===== config.mk =====
export PLATFORM = sky130hd
export DESIGN_NAME = button_click_classifier_unit_flat
export DESIGN_NICKNAME = d
export VERILOG_FILES = /design/src/rtl/core/bcc_pkg.sv /design/src/rtl/core/bcc_if.sv /design/src/rtl/core/button_click_classifier_unit.sv /design/src/rtl/core/bcc_cfg_regs.sv /design/src/rtl/core/bcc_step.sv /design/src/flat_wrapper.sv
export SDC_FILE = /design/constraint.sdc
export NUM_CORES = 1
export LEC_CHECK = 0
export ABC_CLOCK_PERIOD_IN_PS = 10100
export BUFFER_PORTS_ARGS = -buffer_cell sky130_fd_sc_hd__buf_4
export CAP_MARGIN = 10
export CORE_MARGIN = 5
export CORE_UTILIZATION = 25
export CTS_BUF_LIST = sky130_fd_sc_hd__clkbuf_8
export DETAILED_ROUTE_END_ITERATION = 7
export GPL_TIMING_DRIVEN = 0
export PLACE_DENSITY_LB_ADDON = 0.05
export SKIP_CTS_REPAIR_TIMING = 1
export SLEW_MARGIN = 20
export SYNTH_ARGS = -nofsm -noshare
export SYNTH_HDL_FRONTEND = slang
export SYNTH_HIERARCHICAL = 1
export SYNTH_SLANG_ARGS = --single-unit

===== constraint.sdc =====
create_clock -name clk -period 10.1 [get_ports clk]
set_clock_uncertainty 0.1 [all_clocks]
set_input_delay 2.02 -clock clk [delete_from_list [all_inputs] [get_ports clk]]
set_output_delay 2.02 -clock clk [all_outputs]
set_load 0.03 [all_outputs]

===== src/rtl/core/bcc_pkg.sv =====
`timescale 1ns / 1ps
// ----------------------------------------------------------------------------
// bcc_pkg
// Shared types and constants of the button click classifier.
// ----------------------------------------------------------------------------
package bcc_pkg;

	localparam int TIME_W    = 32;
	localparam int WIN_W     = 16;
	localparam int CFG_IDX_W = 3;
	localparam int CFG_DAT_W = 16;

	typedef enum logic [2:0] {
		EV_NONE    = 3'd0,
		EV_PRESS   = 3'd1,
		EV_RELEASE = 3'd2,
		EV_SHORT   = 3'd3,
		EV_LONG    = 3'd4,
		EV_DOUBLE  = 3'd5
	} bcc_event_t;

	// register indexes
	localparam logic [CFG_IDX_W-1:0] CFG_LOW_PRESSED     = 3'd0;
	localparam logic [CFG_IDX_W-1:0] CFG_DEBOUNCE_TIME   = 3'd1;
	localparam logic [CFG_IDX_W-1:0] CFG_SHORT_MIN_TIME  = 3'd2;
	localparam logic [CFG_IDX_W-1:0] CFG_SHORT_MAX_TIME  = 3'd3;
	localparam logic [CFG_IDX_W-1:0] CFG_LONG_TIME       = 3'd4;
	localparam logic [CFG_IDX_W-1:0] CFG_DOUBLE_GAP_TIME = 3'd5;

	// request codes
	localparam logic REQ_SAMPLE = 1'b0;
	localparam logic REQ_TAKE   = 1'b1;

	typedef struct packed {
		logic             low_pressed;
		logic [WIN_W-1:0] debounce_time;
		logic [WIN_W-1:0] short_min_time;
		logic [WIN_W-1:0] short_max_time;
		logic [WIN_W-1:0] long_time;
		logic [WIN_W-1:0] double_gap_time;
	} bcc_cfg_t;

	typedef struct packed {
		logic              raw_seen;
		logic [TIME_W-1:0] last_change_at;
		logic              pressed_now;
		logic [TIME_W-1:0] press_start_at;
		logic              long_done;
		logic              double_pending;
		logic [TIME_W-1:0] first_release_at;
		bcc_event_t        latched_event;
	} bcc_state_t;

endpackage


===== src/rtl/core/bcc_if.sv =====
`timescale 1ns / 1ps
// ----------------------------------------------------------------------------
// bcc_in_if / bcc_out_if
// Valid/ready channels for requests and results.
// ----------------------------------------------------------------------------
interface bcc_in_if;
	logic                      valid;
	logic                      ready;
	logic                      req_type;
	logic                      raw_level;
	logic [bcc_pkg::TIME_W-1:0] now_time;

	modport source (output valid, output req_type, output raw_level, output now_time,
		input ready);
	modport sink (input valid, input req_type, input raw_level, input now_time,
		output ready);
endinterface

interface bcc_out_if;
	logic       valid;
	logic       ready;
	logic [2:0] event_code;
	logic       is_pressed;

	modport source (output valid, output event_code, output is_pressed, input ready);
	modport sink (input valid, input event_code, input is_pressed, output ready);
endinterface


===== src/rtl/core/button_click_classifier_unit.sv =====
`timescale 1ns / 1ps
// ----------------------------------------------------------------------------
// button_click_classifier_unit
// Debounces one button pin and classifies press, release, short, long and
// double clicks; the newest event stays latched until a take request.
// ----------------------------------------------------------------------------
//
//  channel  | dir | transfer payload
//  ---------+-----+------------------------------------------------
//  in_ch    | in  | req_type, raw_level, now_time
//  out_ch   | out | event_code, is_pressed (one per request)
//  cfg_*    | in  | cfg_index, cfg_data, write on cfg_we
//
//  One request per cycle sustained while out_ch is ready; a request moves
//  from the input register into the result register, which drives out_ch.
//  The classifier state updates as a request moves from the input register
//  into the result register, so back-to-back requests see each other.
//  A stall on out_ch holds both registers; in_ch.ready drops only when both
//  are full. Reset clears state and sets the default timings.
//
module button_click_classifier_unit (
	input  logic                            clk,
	input  logic                            arst_n,
	input  logic                            cfg_we,
	input  logic [bcc_pkg::CFG_IDX_W-1:0]   cfg_index,
	input  logic [bcc_pkg::CFG_DAT_W-1:0]   cfg_data,
	bcc_in_if.sink                          in_ch,
	bcc_out_if.source                       out_ch
);
	import bcc_pkg::*;

	bcc_cfg_t          cfg;
	bcc_state_t        state_q;
	bcc_state_t        state_next;

	// input stage
	logic              valid_s1;
	logic              req_type_s1;
	logic              raw_level_s1;
	logic [TIME_W-1:0] now_time_s1;

	// result stage
	logic              out_valid_q;
	logic [2:0]        event_code_q;
	logic              is_pressed_q;

	logic [2:0]        step_code;
	logic              step_pressed;
	logic              advance;

	bcc_cfg_regs u_cfg (
		.clk       (clk),
		.arst_n    (arst_n),
		.cfg_we    (cfg_we),
		.cfg_index (cfg_index),
		.cfg_data  (cfg_data),
		.cfg       (cfg)
	);

	bcc_step u_step (
		.cfg        (cfg),
		.state      (state_q),
		.req_type   (req_type_s1),
		.raw_level  (raw_level_s1),
		.now_time   (now_time_s1),
		.state_next (state_next),
		.event_code (step_code),
		.is_pressed (step_pressed)
	);

	// request leaves the input register when the result slot is free
	assign advance     = valid_s1 && (!out_valid_q || out_ch.ready);
	assign in_ch.ready = !valid_s1 || advance;

	always_ff @(posedge clk or negedge arst_n) begin
		if (!arst_n) begin
			valid_s1 <= 1'b0;
		end else if (in_ch.ready) begin
			valid_s1 <= in_ch.valid;
		end
	end

	always_ff @(posedge clk) begin
		if (in_ch.ready && in_ch.valid) begin
			req_type_s1  <= in_ch.req_type;
			raw_level_s1 <= in_ch.raw_level;
			now_time_s1  <= in_ch.now_time;
		end
	end

	always_ff @(posedge clk or negedge arst_n) begin
		if (!arst_n) begin
			state_q     <= '0;
			out_valid_q <= 1'b0;
		end else begin
			if (advance) begin
				state_q <= state_next;
			end
			if (advance) begin
				out_valid_q <= 1'b1;
			end else if (out_ch.ready) begin
				out_valid_q <= 1'b0;
			end
		end
	end

	always_ff @(posedge clk) begin
		if (advance) begin
			event_code_q <= step_code;
			is_pressed_q <= step_pressed;
		end
	end

	assign out_ch.valid      = out_valid_q;
	assign out_ch.event_code = event_code_q;
	assign out_ch.is_pressed = is_pressed_q;

endmodule


===== src/rtl/core/bcc_cfg_regs.sv =====
`timescale 1ns / 1ps
// ----------------------------------------------------------------------------
// bcc_cfg_regs
// Configuration register file, write only, reset to the default timings.
// ----------------------------------------------------------------------------
module bcc_cfg_regs (
	input  logic                            clk,
	input  logic                            arst_n,
	input  logic                            cfg_we,
	input  logic [bcc_pkg::CFG_IDX_W-1:0]   cfg_index,
	input  logic [bcc_pkg::CFG_DAT_W-1:0]   cfg_data,
	output bcc_pkg::bcc_cfg_t               cfg
);
	import bcc_pkg::*;

	bcc_cfg_t cfg_q;

	always_ff @(posedge clk or negedge arst_n) begin
		if (!arst_n) begin
			cfg_q.low_pressed     <= 1'b1;
			cfg_q.debounce_time   <= 16'd20;
			cfg_q.short_min_time  <= 16'd30;
			cfg_q.short_max_time  <= 16'd400;
			cfg_q.long_time       <= 16'd800;
			cfg_q.double_gap_time <= 16'd300;
		end else if (cfg_we) begin
			unique case (cfg_index)
				CFG_LOW_PRESSED:     cfg_q.low_pressed     <= cfg_data[0];
				CFG_DEBOUNCE_TIME:   cfg_q.debounce_time   <= cfg_data;
				CFG_SHORT_MIN_TIME:  cfg_q.short_min_time  <= cfg_data;
				CFG_SHORT_MAX_TIME:  cfg_q.short_max_time  <= cfg_data;
				CFG_LONG_TIME:       cfg_q.long_time       <= cfg_data;
				CFG_DOUBLE_GAP_TIME: cfg_q.double_gap_time <= cfg_data;
				default: ;
			endcase
		end
	end

	assign cfg = cfg_q;

endmodule


===== src/rtl/core/bcc_step.sv =====
`timescale 1ns / 1ps
// ----------------------------------------------------------------------------
// bcc_step
// Next-state and result logic for one request: debounce, press/release
// confirmation and click classification.
// ----------------------------------------------------------------------------
module bcc_step (
	input  bcc_pkg::bcc_cfg_t            cfg,
	input  bcc_pkg::bcc_state_t          state,
	input  logic                         req_type,
	input  logic                         raw_level,
	input  logic [bcc_pkg::TIME_W-1:0]   now_time,
	output bcc_pkg::bcc_state_t          state_next,
	output logic [2:0]                   event_code,
	output logic                         is_pressed
);
	import bcc_pkg::*;

	logic              act;
	logic [TIME_W-1:0] since_change;
	logic [TIME_W-1:0] held;
	logic [TIME_W-1:0] since_press;
	logic [TIME_W-1:0] since_first;
	bcc_state_t        s;
	bcc_event_t        code;

	always_comb begin
		s            = state;
		code         = EV_NONE;
		act          = cfg.low_pressed ? ~raw_level : raw_level;
		since_change = '0;
		held         = '0;
		since_press  = '0;
		since_first  = '0;

		if (req_type == REQ_TAKE) begin
			code            = state.latched_event;
			s.latched_event = EV_NONE;
		end else begin
			if (act != state.raw_seen) begin
				s.raw_seen       = act;
				s.last_change_at = now_time;
			end
			since_change = now_time - s.last_change_at;

			// still bouncing: only the raw tracker moves
			if (since_change >= {{(TIME_W-WIN_W){1'b0}}, cfg.debounce_time}) begin
				held = now_time - state.press_start_at;
				if (s.raw_seen != state.pressed_now) begin
					if (s.raw_seen) begin
						s.pressed_now    = 1'b1;
						s.press_start_at = now_time;
						s.long_done      = 1'b0;
						s.latched_event  = EV_PRESS;
					end else begin
						s.pressed_now   = 1'b0;
						s.latched_event = EV_RELEASE;
						since_first     = now_time - state.first_release_at;
						if (state.long_done) begin
							s.long_done = 1'b0;
						end else if (held < {{(TIME_W-WIN_W){1'b0}}, cfg.short_min_time}) begin
							// noise, release stays latched
						end else if (held <= {{(TIME_W-WIN_W){1'b0}}, cfg.short_max_time}) begin
							if (state.double_pending &&
								since_first < {{(TIME_W-WIN_W){1'b0}}, cfg.double_gap_time}) begin
								s.latched_event  = EV_DOUBLE;
								s.double_pending = 1'b0;
							end else begin
								s.double_pending   = 1'b1;
								s.first_release_at = now_time;
								s.latched_event    = EV_NONE;
							end
						end else begin
							s.latched_event = EV_LONG;
						end
					end
				end

				// hold past the long limit
				since_press = now_time - s.press_start_at;
				if (s.pressed_now && !s.long_done &&
					since_press >= {{(TIME_W-WIN_W){1'b0}}, cfg.long_time}) begin
					s.latched_event  = EV_LONG;
					s.long_done      = 1'b1;
					s.double_pending = 1'b0;
				end

				// double-click window ran out: single short click
				since_first = now_time - s.first_release_at;
				if (s.double_pending && !s.pressed_now &&
					since_first >= {{(TIME_W-WIN_W){1'b0}}, cfg.double_gap_time}) begin
					s.latched_event  = EV_SHORT;
					s.double_pending = 1'b0;
				end
			end
		end
	end

	assign state_next = s;
	assign event_code = code;
	assign is_pressed = s.pressed_now;

endmodule

===== src/flat_wrapper.sv =====
// flat-port wrapper written by rule: the top's interface ports become plain ports
module button_click_classifier_unit_flat import bcc_pkg::*;
  (clk, arst_n, cfg_we, cfg_index, cfg_data, in_ch_valid, in_ch_req_type, in_ch_raw_level, in_ch_now_time, in_ch_ready, out_ch_valid, out_ch_event_code, out_ch_is_pressed, out_ch_ready);
  bcc_in_if in_ch_i ();
  bcc_out_if out_ch_i ();
  input  logic clk;
  input  logic arst_n;
  input  logic cfg_we;
  input  logic [bcc_pkg::CFG_IDX_W-1:0] cfg_index;
  input  logic [bcc_pkg::CFG_DAT_W-1:0] cfg_data;
  input wire logic [$bits(in_ch_i.valid)-1:0] in_ch_valid;
  input wire logic [$bits(in_ch_i.req_type)-1:0] in_ch_req_type;
  input wire logic [$bits(in_ch_i.raw_level)-1:0] in_ch_raw_level;
  input wire logic [$bits(in_ch_i.now_time)-1:0] in_ch_now_time;
  output wire logic [$bits(in_ch_i.ready)-1:0] in_ch_ready;
  output wire logic [$bits(out_ch_i.valid)-1:0] out_ch_valid;
  output wire logic [$bits(out_ch_i.event_code)-1:0] out_ch_event_code;
  output wire logic [$bits(out_ch_i.is_pressed)-1:0] out_ch_is_pressed;
  input wire logic [$bits(out_ch_i.ready)-1:0] out_ch_ready;
  assign in_ch_i.valid = in_ch_valid;
  assign in_ch_i.req_type = in_ch_req_type;
  assign in_ch_i.raw_level = in_ch_raw_level;
  assign in_ch_i.now_time = in_ch_now_time;
  assign in_ch_ready = in_ch_i.ready;
  assign out_ch_valid = out_ch_i.valid;
  assign out_ch_event_code = out_ch_i.event_code;
  assign out_ch_is_pressed = out_ch_i.is_pressed;
  assign out_ch_i.ready = out_ch_ready;
  button_click_classifier_unit u_core (.clk(clk), .arst_n(arst_n), .cfg_we(cfg_we), .cfg_index(cfg_index), .cfg_data(cfg_data), .in_ch(in_ch_i), .out_ch(out_ch_i));
endmodule

==> results.txt <==
----------------------------------------------------
[Timing]
  Worst hold-check slack ... 0.403 ns
  Slew Viols, Final ... 0
  Final Hold Vio Count ... 0
  Total of endpoints with negative setup slack in the final report ... 4
  Worst Max-Slew Pin Slew ... 0.985 ns
  Unrepaired setup endpoints after global routing ... true
  Slew HR ... 0.344
  Period utilisation layout ... 1.04
  Time the worst path needs with I/O delays and setup ... approximately 10 ns
  Post-route worst setup slack ... -0.375 ns
  Achievable clock frequency ... 0.0955 GHz

[Routing]
  TritonRoute pass-1 iters ... 5
  Number of vias in the routed layout ... 19.6k
  Routed WL per cell ... approximately 21 um
  Average vias per placed instance ... 5.01
  Detailed router's first-iteration violation count ... between 900 and 1k
  Post-route ant nets ... 0
  DRC violation count after routing ... 0
  Detailed Route WL ... 83.6 mm

[Synth]
  Cell type with the largest total area after synthesis ... sky130_fd_sc_hd__dfrtp_1
  Most frequently used cell type in the post-synthesis netlist ... sky130_fd_sc_hd__ha_1
  Net count after synthesis ... roughly 2.8k
  Post-Syn Area per Cell ... 9.03 um^2
  Area of the mapped netlist ... between 20,000 and 25,000 um^2
  FF+latch count, synth ... 224
  Share of flip-flops with an asynchronous set or reset ... 0.830
  Post-synthesis cell type count ... 88
  Flip-flop cell with the highest count after synthesis ... sky130_fd_sc_hd__dfrtp_1
  Synthesized netlist cell count ... 2,518
  Number of flops mapped to enable cells by yosys ... 38
  Proportion of synthesized chip area in sequential cells ... 0.256
  Commonest cells in the netlist ... sky130_fd_sc_hd__ha_1 (255), sky130_fd_sc_hd__nand2_1 (202), sky130_fd_sc_hd__a21oi_1 (182), sky130_fd_sc_hd__inv_1 (182), sky130_fd_sc_hd__dfrtp_1 (169)
  Leading cell types by total area after synthesis ... sky130_fd_sc_hd__dfrtp_1 (19%), sky130_fd_sc_hd__ha_1 (14%), sky130_fd_sc_hd__mux2_2 (7.0%)
  Share of the synthesized area in the top cell type ... 0.186
  Number of warnings issued by yosys ... 6

[Clock tree]
  Clock Pin Slew Worst Setup and Hold Paths ... around 0.060 ns
  Clock latency of the later-clocked register in the worst-skew pair ... 0.69 ns
  Number of H-tree levels ... 2
  Clock tree from TritonCTS ... yes
  Clock root buffer ... sky130_fd_sc_hd__clkbuf_8
  Number of sinks on the clock net ... between 200 and 250
  Maximum number of buffers from clock root to sink ... 3
  Number of buffers created by CTS ... 50

[Critical path]
  Arrival @ worst endpoint ... 10.93 ns
  Most used cell along the critical path ... sky130_fd_sc_hd__a21o_1
  Critical-path maximum fanout ... 10
  Endpoint required time on the critical path ... 10.55 ns
  Crit path kind ... reg2reg
  Critical Path Sink Type ... register
  Critical register-to-register path endpoint ... u_core/state_q[0]$_DFFE_PN0P_
  CP delay by family, top ... compound AO/OA/AOI/OAI gates
  Cells on worst reg2reg path ... 44
  Crit path buffers/inverters ... 6
  Worst reg2reg startpoint ... u_core/now_time_s1[0]$_DFFE_PP_
  Slowest cell on the critical path ... sky130_fd_sc_hd__or4_4
  Type of element launching the critical path ... register
  CP peak stage delay ... 0.50 ns
  R2R setup slack ... -0.37 ns

[GRT]
  First-pass GRT wire length ... 123 mm
  Pin count of the biggest net entering global routing ... 78
  Vias in the first global route ... 19.9k
  Antenna violations before repair ... 10
  Grt ovf ... 0
  Total Routing Usage GR ... 0.164

[Layout]
  Nets ... 3,000
  Proportion of layout cells with a drive suffix above 1 ... 0.211
  Layout Utilization ... 0.297
  Area added between synthesis and finish ... 17.6%

[Die]
  Area of the core ... 90,100 um^2
  Number of standard-cell rows in the floorplan ... between 100 and 150
  Die boundary width ... approximately 310 um
  Die area ... approximately 97,000 um^2
  Initial Utilization ... 0.252
  Number of primary I/O pins ... between 60 and 70
  Vertical die dimension ... 312 um

[Place]
  Final weighted congestion in routability-driven placement ... 0.846
  Post-detailed-placement half-perimeter wirelength ... 66.4 mm
  Number of I/O port buffers ... 63

[Power]
  Share of total power in combinational logic ... 0.664
  Relative contribution of the clock network to total power ... 0.151
  Cell internal pwr ... 3910 uW
  Pwr/cell area ... 277 nW/um^2
  Total chip power ... ~7400 uW
  Proportion of total power due to net switching ... 0.472
  Sequential power share ... 0.185
  Largest voltage drop on the vdd net ... roughly 0.088 mV
  Net load switching power ... ~3500 uW
  Static power due to leakage ... 0.0118 uW

[Hold path]
  Count of cells along the worst hold path ... 1
  Worst Hold End ... u_core/u_cfg/cfg[48]$_DFFE_PN0P_
  Tightest Hold Check Type ... reg2reg
  Origin of the worst min-delay path ... u_core/u_cfg/cfg[48]$_DFFE_PN0P_

[Status]
  Failing checks ... setup timing
  Run status ... finished, violations left

[Flow run]
  Max-cap viol count ... 0

----------------------------------------------------
-- power groups by stage --
stage	clock, uW	combinational, uW	sequential (uW)
floorplan	0	3600	1310
global placement	0	4800	1390
detailed placement	0	4800	1400
CTS	1190	4830	1380
global route	1220	5490	1410
finish	1120	4920	1370
-- routing by layer --
metal  vias up  routed length [um]  GRT usage
met1      9404               38100      0.212
met4         0                3290     0.0658
met5         -                   0          0
li1       9658                   -          -
met2       387               39400      0.277
met3       118                2860     0.0223
-- cell type report --
cell class	instances	area, um^2
Inverter	182	687
Clock inverter	29	216
Clock buffer	63	867
Timing Repair Buffer	113	955
Multi-Input combinational cell	2004	16100
Tap cell	1176	1470
Buffer	107	618
Sequential cell	224	5820
Antenna cell	5	12.5
Fill cell	9487	63400
-- sequential cells by signal, summed over array words and instances, names as in the netlist --
name	flops
u_core/req_type_s1	1
u_core/raw_level_s1	1
u_core/out_ch.event_code	3
u_core/out_ch.is_pressed	1
u_core/valid_s1	1
u_core/state_q	103
u_core/now_time_s1	32
u_core/u_cfg/cfg	81
u_core/out_ch.valid	1
-- per-stage QoR --
| step | setup WS [ns] | area (um^2) | cells | setup TNS (ns) |
|---|---|---|---|---|
| after floorplan | 0.952 | 22700 | 2518 | 0 |
| after global placement | -2.99 | 24700 | 3757 | -11.17 |
| after detailed placement | -3.00 | 24800 | 3760 | -11.19 |
| after CTS | -3.03 | 25900 | 3852 | -11.36 |
| after global routing | -0.802 | 26700 | 3899 | -2.82 |
| final | -0.375 | 26800 | 3903 | -1.08 |
-- worst max path at each step --
stage	start	to	slack (ns)	cells past startpoint
5_1_grt	u_core/now_time_s1[0]$_DFFE_PP_	u_core/state_q[0]$_DFFE_PN0P_	-0.80	47
3_5_place_dp	u_core/now_time_s1[1]$_DFFE_PP_	u_core/state_q[0]$_DFFE_PN0P_	-3.00	44
4_1_cts	u_core/now_time_s1[1]$_DFFE_PP_	u_core/state_q[0]$_DFFE_PN0P_	-3.03	44
6_report	u_core/now_time_s1[0]$_DFFE_PP_	u_core/state_q[0]$_DFFE_PN0P_	-0.37	44
2_1_floorplan	u_core/now_time_s1[1]$_DFFE_PP_	u_core/state_q[0]$_DFFE_PN0P_	0.95	44
3_3_place_gp	u_core/now_time_s1[1]$_DFFE_PP_	u_core/state_q[0]$_DFFE_PN0P_	-2.99	44
-- kinds of logic after synthesis --
logic type / count (synthesis) / synth area share
compound gates: 701 / 0.200
simple gates: 623 / 0.138
mux: 325 / 0.168
buf+inv: 290 / 0.0558
fa+ha+maj: 260 / 0.145
flops: 224 / 0.256
xor+xnor: 95 / 0.0366
-- cell usage in the layout, fill, tap and decap left out, types with 18 or more instances in the layout --
master	instances
sky130_fd_sc_hd__dfrtp_1	169
sky130_fd_sc_hd__xor2_1	40
sky130_fd_sc_hd__edfxtp_1	38
sky130_fd_sc_hd__a31oi_1	30
sky130_fd_sc_hd__nand2b_1	30
sky130_fd_sc_hd__mux2_2	138
sky130_fd_sc_hd__mux2_4	83
sky130_fd_sc_hd__nand4_1	45
sky130_fd_sc_hd__o21bai_1	18
sky130_fd_sc_hd__xnor2_1	53
sky130_fd_sc_hd__a211oi_1	20
sky130_fd_sc_hd__clkbuf_8	63
sky130_fd_sc_hd__mux2i_1	98
sky130_fd_sc_hd__o21ai_0	156
sky130_fd_sc_hd__nand2_1	200
sky130_fd_sc_hd__inv_1	192
sky130_fd_sc_hd__and2_1	18
sky130_fd_sc_hd__nor3_1	31
sky130_fd_sc_hd__ha_1	248
sky130_fd_sc_hd__o211ai_1	27
sky130_fd_sc_hd__clkbuf_1	62
sky130_fd_sc_hd__nand3_1	42
sky130_fd_sc_hd__buf_4	114
sky130_fd_sc_hd__a21oi_1	174
sky130_fd_sc_hd__o21a_1	45
sky130_fd_sc_hd__nor2_1	121
sky130_fd_sc_hd__a21o_1	66
Note: power is estimated with default switching activity, not from simulation.
